## src/hw/rtl/dfs_pkg.sv

```systemverilog
// Shared constants, widths and control types for the decimal fixed-point square root unit.
package dfs_pkg;

    localparam int VALUE_BITS       = 31;
    localparam int MAX_FRAC_DIGITS  = 4;

    localparam int INT_ROOT_BITS    = 16;
    localparam int SCALED_ROOT_BITS = 29;
    localparam int FRAC_DIGITS_BITS = 3;
    localparam logic [FRAC_DIGITS_BITS-1:0] FRAC_DIGITS_RESET = 3'd3;

    // integer phase: one result bit per step, two value bits consumed per step
    localparam int INT_STEPS = (VALUE_BITS + 1) / 2;
    localparam int INT_IN_W  = 2 * INT_STEPS;
    localparam int STEP_W    = $clog2(INT_STEPS);

    // each decimal digit adds less than four bits to the root
    localparam int ROOT_W = INT_STEPS + 4 * MAX_FRAC_DIGITS;
    // remainder <= 2*root, times 100 during a digit step
    localparam int WORK_W = ROOT_W + 8;
    localparam int DIG_W  = $clog2(MAX_FRAC_DIGITS + 2);

    localparam int TDIG_W = 4;
    // a digit is final once the candidate 9 has been accepted
    localparam logic [TDIG_W-1:0] DIGIT_LAST_TRY = 4'd8;

    typedef enum logic [4:0] {
        ST_IDLE     = 5'b00001,
        ST_INT      = 5'b00010,
        ST_DIG_INIT = 5'b00100,
        ST_DIG_TRY  = 5'b01000,
        ST_DONE     = 5'b10000
    } dfs_state_t;

    typedef struct packed {
        logic load;      // request accepted: load operand, clear root/remainder
        logic int_step;  // one integer root bit
        logic int_last;  // last integer step: capture integer root
        logic dig_init;  // scale remainder by 100, form 20*root
        logic dig_try;   // try the next digit candidate
        logic out_load;  // move result into the output register
    } dfs_ctl_t;

    typedef struct packed {
        logic fits;      // subtrahend <= minuend in the shared unit
        logic t_max;     // current digit candidate is the last one
    } dfs_sts_t;

endpackage

```

## src/hw/rtl/decimal_fixed_point_sqrt_unit.sv

```systemverilog
// Top level of the decimal fixed-point square root unit.
// Returns floor(sqrt(value)) and floor(sqrt(value) * 10^d), d = frac_digits capped at
// MAX_FRAC_DIGITS (reset 3). One request is in flight at a time; in_stall is high from
// acceptance until the result is moved to the output register, which frees the input while
// a result still waits downstream. There are INT_STEPS integer steps (16 at the default
// 31-bit input). All work runs through one shared subtract-compare unit: one root bit
// per cycle for the integer part, then one digit candidate per cycle for each decimal digit.
module decimal_fixed_point_sqrt_unit
    import dfs_pkg::*;
(
    input  logic                        clk,
    input  logic                        rst_n,
    input  logic                        in_valid,
    output logic                        in_stall,
    input  logic [VALUE_BITS-1:0]       value,
    output logic                        out_valid,
    input  logic                        out_stall,
    output logic [INT_ROOT_BITS-1:0]    int_root,
    output logic [SCALED_ROOT_BITS-1:0] scaled_root,
    input  logic                        cfg_wr_en,
    input  logic [FRAC_DIGITS_BITS-1:0] cfg_wr_data
);

    dfs_ctl_t ctl;
    dfs_sts_t sts;

    dfs_ctrl u_ctrl (
        .clk         (clk),
        .rst_n       (rst_n),
        .in_valid    (in_valid),
        .in_stall    (in_stall),
        .out_valid   (out_valid),
        .out_stall   (out_stall),
        .cfg_wr_en   (cfg_wr_en),
        .cfg_wr_data (cfg_wr_data),
        .sts         (sts),
        .ctl         (ctl)
    );

    dfs_datapath u_datapath (
        .clk         (clk),
        .value       (value),
        .ctl         (ctl),
        .sts         (sts),
        .int_root    (int_root),
        .scaled_root (scaled_root)
    );

endmodule

```

## src/hw/rtl/dfs_ctrl.sv

```systemverilog
// Sequencer for the square root unit: handshakes, configuration register, step counters.
module dfs_ctrl
    import dfs_pkg::*;
(
    input  logic                        clk,
    input  logic                        rst_n,
    input  logic                        in_valid,
    output logic                        in_stall,
    output logic                        out_valid,
    input  logic                        out_stall,
    input  logic                        cfg_wr_en,
    input  logic [FRAC_DIGITS_BITS-1:0] cfg_wr_data,
    input  dfs_sts_t                    sts,
    output dfs_ctl_t                    ctl
);

    dfs_state_t                  state_reg, state_next;
    logic [STEP_W-1:0]           step_cnt_reg, step_cnt_next;
    logic [DIG_W-1:0]            dig_cnt_reg, dig_cnt_next;
    logic [FRAC_DIGITS_BITS-1:0] frac_digits_reg;
    logic                        out_valid_reg, out_valid_next;
    logic [DIG_W-1:0]            digits_sat;
    logic                        dig_finish;

    always_comb
    begin
        if (int'(frac_digits_reg) > MAX_FRAC_DIGITS)
            digits_sat = DIG_W'(MAX_FRAC_DIGITS);
        else
            digits_sat = DIG_W'(frac_digits_reg);
    end

    assign dig_finish = !sts.fits || sts.t_max;

    always_comb
    begin
        state_next     = state_reg;
        step_cnt_next  = step_cnt_reg;
        dig_cnt_next   = dig_cnt_reg;
        out_valid_next = out_valid_reg && out_stall;
        ctl            = '0;

        unique case (state_reg)
            ST_IDLE:
            begin
                if (in_valid)
                begin
                    ctl.load      = 1'b1;
                    step_cnt_next = STEP_W'(INT_STEPS - 1);
                    dig_cnt_next  = digits_sat;
                    state_next    = ST_INT;
                end
            end
            ST_INT:
            begin
                ctl.int_step  = 1'b1;
                step_cnt_next = step_cnt_reg - 1'b1;
                if (step_cnt_reg == '0)
                begin
                    ctl.int_last = 1'b1;
                    state_next   = (dig_cnt_reg == '0) ? ST_DONE : ST_DIG_INIT;
                end
            end
            ST_DIG_INIT:
            begin
                ctl.dig_init = 1'b1;
                state_next   = ST_DIG_TRY;
            end
            ST_DIG_TRY:
            begin
                ctl.dig_try = 1'b1;
                if (dig_finish)
                begin
                    dig_cnt_next = dig_cnt_reg - 1'b1;
                    state_next   = (dig_cnt_reg == DIG_W'(1)) ? ST_DONE : ST_DIG_INIT;
                end
            end
            ST_DONE:
            begin
                // hold the result until the output register is free
                if (!out_valid_reg || !out_stall)
                begin
                    ctl.out_load   = 1'b1;
                    out_valid_next = 1'b1;
                    state_next     = ST_IDLE;
                end
            end
            default:
            begin
                state_next = ST_IDLE;
            end
        endcase
    end

    always_ff @(posedge clk or negedge rst_n)
    begin
        if (!rst_n)
        begin
            state_reg       <= ST_IDLE;
            step_cnt_reg    <= '0;
            dig_cnt_reg     <= '0;
            out_valid_reg   <= 1'b0;
            frac_digits_reg <= FRAC_DIGITS_RESET;
        end
        else
        begin
            state_reg     <= state_next;
            step_cnt_reg  <= step_cnt_next;
            dig_cnt_reg   <= dig_cnt_next;
            out_valid_reg <= out_valid_next;
            if (cfg_wr_en)
                frac_digits_reg <= cfg_wr_data;
        end
    end

    assign in_stall  = (state_reg != ST_IDLE);
    assign out_valid = out_valid_reg;

endmodule

```

## src/hw/rtl/dfs_datapath.sv

```systemverilog
// Root/remainder registers around one shared subtract-compare unit, plus the output register.
module dfs_datapath
    import dfs_pkg::*;
(
    input  logic                        clk,
    input  logic [VALUE_BITS-1:0]       value,
    input  dfs_ctl_t                    ctl,
    output dfs_sts_t                    sts,
    output logic [INT_ROOT_BITS-1:0]    int_root,
    output logic [SCALED_ROOT_BITS-1:0] scaled_root
);

    logic [INT_IN_W-1:0]         op_reg;
    logic [WORK_W-1:0]           rem_reg;
    logic [WORK_W-1:0]           base_reg;
    logic [ROOT_W-1:0]           root_reg;
    logic [TDIG_W-1:0]           t_reg;
    logic [INT_STEPS-1:0]        int_root_reg;
    logic [INT_ROOT_BITS-1:0]    int_root_out_reg;
    logic [SCALED_ROOT_BITS-1:0] scaled_out_reg;

    logic [WORK_W-1:0]           shifted;
    logic [WORK_W-1:0]           trial;
    logic [WORK_W-1:0]           inc;
    logic [WORK_W-1:0]           unit_a;
    logic [WORK_W-1:0]           unit_b;
    logic [WORK_W:0]             diff_full;
    logic [TDIG_W-1:0]           t_new;
    logic [ROOT_W-1:0]           root_x10;
    logic [INT_STEPS-1:0]        int_root_next;

    always_comb
    begin
        // integer step: bring down two value bits, trial = 4*root + 1
        shifted = {rem_reg[WORK_W-3:0], op_reg[INT_IN_W-1 -: 2]};
        trial   = WORK_W'({root_reg[INT_STEPS-1:0], 2'b01});
        // digit step: (20r + 2t + 1) is the cost of going from t to t+1
        inc     = base_reg + WORK_W'({t_reg, 1'b1});

        unit_a    = ctl.dig_try ? rem_reg : shifted;
        unit_b    = ctl.dig_try ? inc : trial;
        diff_full = {1'b0, unit_a} - {1'b0, unit_b};
        sts.fits  = !diff_full[WORK_W];
        sts.t_max = (t_reg == DIGIT_LAST_TRY);

        t_new         = sts.fits ? t_reg + 1'b1 : t_reg;
        root_x10      = (root_reg << 3) + (root_reg << 1);
        int_root_next = {root_reg[INT_STEPS-2:0], sts.fits};
    end

    always_ff @(posedge clk)
    begin
        if (ctl.load)
        begin
            op_reg   <= INT_IN_W'(value);
            rem_reg  <= '0;
            root_reg <= '0;
        end
        else if (ctl.int_step)
        begin
            op_reg   <= op_reg << 2;
            rem_reg  <= sts.fits ? diff_full[WORK_W-1:0] : shifted;
            root_reg <= ROOT_W'(int_root_next);
            if (ctl.int_last)
                int_root_reg <= int_root_next;
        end
        else if (ctl.dig_init)
        begin
            rem_reg  <= (rem_reg << 6) + (rem_reg << 5) + (rem_reg << 2);
            base_reg <= (WORK_W'(root_reg) << 4) + (WORK_W'(root_reg) << 2);
            t_reg    <= '0;
        end
        else if (ctl.dig_try)
        begin
            if (sts.fits)
                rem_reg <= diff_full[WORK_W-1:0];
            t_reg <= t_new;
            if (!sts.fits || sts.t_max)
                root_reg <= root_x10 + ROOT_W'(t_new);
        end

        if (ctl.out_load)
        begin
            int_root_out_reg <= INT_ROOT_BITS'(int_root_reg);
            scaled_out_reg   <= SCALED_ROOT_BITS'(root_reg);
        end
    end

    assign int_root    = int_root_out_reg;
    assign scaled_root = scaled_out_reg;

endmodule

```

## config.mk

```make
export PLATFORM = sky130hd
export DESIGN_NAME = decimal_fixed_point_sqrt_unit
export DESIGN_NICKNAME = d
export VERILOG_FILES = /design/src/hw/rtl/dfs_pkg.sv /design/src/hw/rtl/decimal_fixed_point_sqrt_unit.sv /design/src/hw/rtl/dfs_ctrl.sv /design/src/hw/rtl/dfs_datapath.sv
export SDC_FILE = /design/constraint.sdc
export NUM_CORES = 1
export LEC_CHECK = 0
export BUFFER_PORTS_ARGS = -buffer_cell sky130_fd_sc_hd__buf_2
export CORE_MARGIN = 8
export CORE_UTILIZATION = 40
export DETAILED_ROUTE_END_ITERATION = 8
export HOLD_SLACK_MARGIN = 0.12
export RECOVER_POWER = 50
export SLEW_MARGIN = 20
export SYNTH_ARGS = -nofsm -noshare
export SYNTH_HDL_FRONTEND = slang
export SYNTH_SLANG_ARGS = --single-unit
```

## constraint.sdc

```tcl
create_clock -name clk -period 10.53 [get_ports clk]
set_clock_uncertainty 0.05 [all_clocks]
set_input_delay 2.106 -clock clk [delete_from_list [all_inputs] [get_ports clk]]
set_output_delay 2.106 -clock clk [all_outputs]
set_load 0.1 [all_outputs]
```

==> impl_summary.log <==
INFO  metric ys_ff_latch = 220
INFO  metric ctsLongestPathBuffers = 3
INFO  metric wire_per_inst = 17.6 um
INFO  metric hp-class = reg -> reg
INFO  metric route.vias.total = 14300
INFO  metric design.final.nets = approximately 2200
INFO  metric dominantRegCellSynth = sky130_fd_sc_hd__edfxtp_1
INFO  metric total_leakage_power = between 8 and 9 nW
INFO  metric worst-slew-pin-transition = about 2.8 ns
INFO  metric pwr_density_cell = about 300 mW/mm^2
INFO  metric clk_latency = approximately 0.54 ns
INFO  metric tritoncts = built
INFO  metric share_of_post_route_cells_with_drive_strength_above_1 = under 10%
INFO  metric yosys.area.top_type = sky130_fd_sc_hd__edfxtp_1
INFO  metric r2r_slack = 1.66 ns
INFO  metric maxClockFrequency = 0.113 GHz
INFO  metric synth_edf_count = approximately 130
INFO  metric critical-path-top-cell-by-count = sky130_fd_sc_hd__nand2_1
INFO  metric mappedNetlistArea = roughly 0.017 sq mm
INFO  metric cap_viol_max_count = 5
INFO  metric io_pins = 86
INFO  metric detailedPlace.worstSlack = between 1.5 and 2 ns
INFO  metric worst_r2r_startpoint = u_ctrl.state_reg[0]
INFO  metric globalRouteOverflowTotal = 0
INFO  metric track_usage = 17.8%
INFO  metric avgSynthCellArea = around 9.0 sq um
INFO  metric slew_headroom = -89.9%
INFO  metric placementRows = 76
INFO  metric rsz_0062_raised_after_global_routing = false
INFO  metric cts.repair_timing.setup_buffer_count = 0
INFO  metric post-route-period-util = 84.2%
INFO  metric most-common-layout-cells = 357 x sky130_fd_sc_hd__nand2_1, 164 x sky130_fd_sc_hd__a21oi_1, 141 x sky130_fd_sc_hd__ha_1
INFO  metric grt_start_max_net_pins = 54
INFO  metric cts_htree_levels = 1
INFO  metric worstReg2RegEnd = u_datapath.root_reg[29]
INFO  metric vias_in_the_first_global_route = around 14000
INFO  metric die_boundary_width = between 200 and 250 um
INFO  metric synth.distinct_cells = 88
INFO  metric hold-path-endpoint = u_datapath.int_root[5]
INFO  metric final-setup-viol-count = 0
INFO  metric synth_top_cells_by_area = sky130_fd_sc_hd__edfxtp_1 23%, sky130_fd_sc_hd__ha_1 10%, sky130_fd_sc_hd__dfxtp_1 8.4%
INFO  metric layout_min_cycle_time = around 9 ns
INFO  metric timing.setup.critical_path_class = reg -> reg
INFO  metric area_delta_synth_final = 10.2%
INFO  metric post_synth_inst_count = roughly 1900
INFO  metric cts_root_buf = sky130_fd_sc_hd__clkbuf_16
INFO  metric result_of_the_run = complete, but fails checks
INFO  metric cts_repair_resize_count = 0
INFO  metric fin_worst_hold_slack = 0.370 ns
INFO  metric cts.sink_count = 220
INFO  metric pnr_worst_setup_slack = approximately 1.7 ns
INFO  metric critical-path-max-stage-delay = between 0.9 and 1 ns
INFO  metric synth_sequential_area_ratio = 33.3%
INFO  metric critPathArrivalTime = 9.23 ns
INFO  metric r2r_cells = 27
INFO  metric numCtsBuffers = 24
INFO  metric timing.critical_path.from_type = flop
INFO  metric fin_setup_tns = 0 ns
INFO  metric crit_required = between 10 and 15 ns
INFO  metric mappedNetlistNets = between 2000 and 2500
INFO  metric grt_pass1_wl = 74.8 mm
INFO  metric critical-path-slowest-cell = sky130_fd_sc_hd__nand2_1
INFO  metric violated_checks = max-capacitance violations, max-slew violations
INFO  metric insertedDiodeCount = 0
INFO  metric dr.first_iter.drc_count = about 800
INFO  metric cts_hold_buffers = 0
INFO  metric fin_cells = between 2000 and 3000
INFO  metric design.die.area = a little over 0.05 sq mm
INFO  metric clk_pin_slew_worst_paths = about 0.070 ns
INFO  metric dieHeight = 225 um
INFO  metric critPathMaxFanout = between 40 and 50
INFO  metric hold_viol = 0
INFO  metric core_area = approximately 0.043 sq mm
INFO  metric numPortBuffers = between 80 and 90
INFO  metric drt_first_pass_iters = 5
INFO  metric largest_register_ff_count = 40
INFO  metric cp-end-kind = flop
INFO  metric worstHoldStart = u_datapath.int_root_reg[5]
INFO  metric final_common_cell = sky130_fd_sc_hd__nand2_1
INFO  metric place_hpwl = between 30 and 40 mm
INFO  metric async_reset_ff_share = under 10%
INFO  metric route.detailed.drc = 0
INFO  metric grt_antenna_before_repair = 0
INFO  metric hold_path_depth = 0
INFO  metric placed_cells_incl_taps = 2543
INFO  metric yosys_warnings = 0
INFO  metric vdd.ir_drop.worst = approximately 0.13 mV
INFO  metric totalWireLength = ~45 mm
INFO  metric finalWeightedCongestion = slightly above 0.9
INFO  metric initial_core_util = 40.5%
INFO  metric post-synth-top-area-fraction = 22.6%
INFO  metric post_drt_via_cell_ratio = about 5.5
INFO  metric final_antenna_net_count = 0
INFO  metric total_power = 0.00577 W
INFO  metric timing_max_transition_violations_final = roughly 200
[worst max path at each step]
stage                                   start                      end  slack [ns]  cells after the start
after floorplan           u_datapath.t_reg[2]  u_datapath.root_reg[29]        3.24                     33
after global placement    u_datapath.t_reg[2]  u_datapath.root_reg[29]        2.11                     32
after detailed placement  u_datapath.t_reg[2]  u_datapath.root_reg[29]        1.89                     32
after CTS                 u_datapath.t_reg[2]  u_datapath.root_reg[29]        1.86                     32
after global routing      u_ctrl.state_reg[1]  u_datapath.root_reg[29]        0.92                     27
final                     u_ctrl.state_reg[0]  u_datapath.root_reg[29]        1.66                     27
[layout make-up]
cell class / count / area, sq um
Fill cell: 4182 / 23900
Sequential cell: 220 / 5800
Clock buffer: 31 / 709
Multi-Input combinational cell: 1591 / 11100
Clock inverter: 13 / 145
Timing Repair Buffer: 101 / 522
Inverter: 46 / 173
Tap cell: 585 / 732
[metrics by stage]
| stage | instance area, sq um | utilization (%) |
|---|---|---|
| 2_1_floorplan | 17400 | - |
| 3_3_place_gp | 18400 | 42.7 |
| 3_5_place_dp | 18400 | 42.7 |
| 4_1_cts | 19300 | 44.7 |
| 5_1_grt | 19200 | 44.6 |
| 6_report | 19200 | 44.6 |
[worst max-delay path: cells and delay by family, from the launching register on]
family / cells / cell delay [ns]
xor+xnor: 2 / 0.43
buf+inv: 2 / 0.75
simple gates: 10 / 2.54
flops: 1 / 0.45
fa+ha+maj: 3 / 1.22
compound gates: 10 / 3.27
[cell usage after synthesis (all sizes together) (7+ instances only)]
cell type,n
edfxtp,131
dfxtp,73
nand4,21
nor3,28
o21bai,25
nand2,358
nor2,128
mux2i,10
xor2,60
o21a,14
xnor2,89
o22ai,13
buf,19
a21o,39
fa,66
clkbuf,57
a22oi,14
nand3,42
and3,18
nand2b,18
a221oi,23
nor4,7
a21oi,166
o31ai,9
a31o,9
o21ai,97
a211oi,24
a211o,9
dfrtp,13
o211ai,16
nor2b,18
and2,15
a31oi,25
inv,46
ha,141
[metal layers]
| metal | routed length (um) | track usage, % | vias to the layer above |
|---|---|---|---|
| met3 | 2130 | 2.11 | 35 |
| met4 | 520 | 3.50 | 0 |
| met2 | 20300 | 28.7 | 291 |
| met1 | 22500 | 25.6 | 6868 |
| li1 | - | - | 7106 |
| met5 | 0 | 0 | - |
[cells by family (layout without fill, tap and decap cells)]
family	after synthesis	after routing	share of synthesized area [%]
and+or+nand+nor	684	684	17.5
AOI/OAI and AO/OA	538	538	20.3
DFF	220	220	33.3
adders and majority gates	207	207	17.7
xor gates and xnor gates	149	149	7.49
buffers and inverters	122	191	2.92
muxes	13	13	0.768
[where the power goes]
group	switching [W]	total [W]	internal, W
logic	0.00211	0.00350	0.00139
registers	0.000232	0.00137	0.00114
clock network	0.000367	0.000898	0.000531
Power figures use the tool's default switching activity.
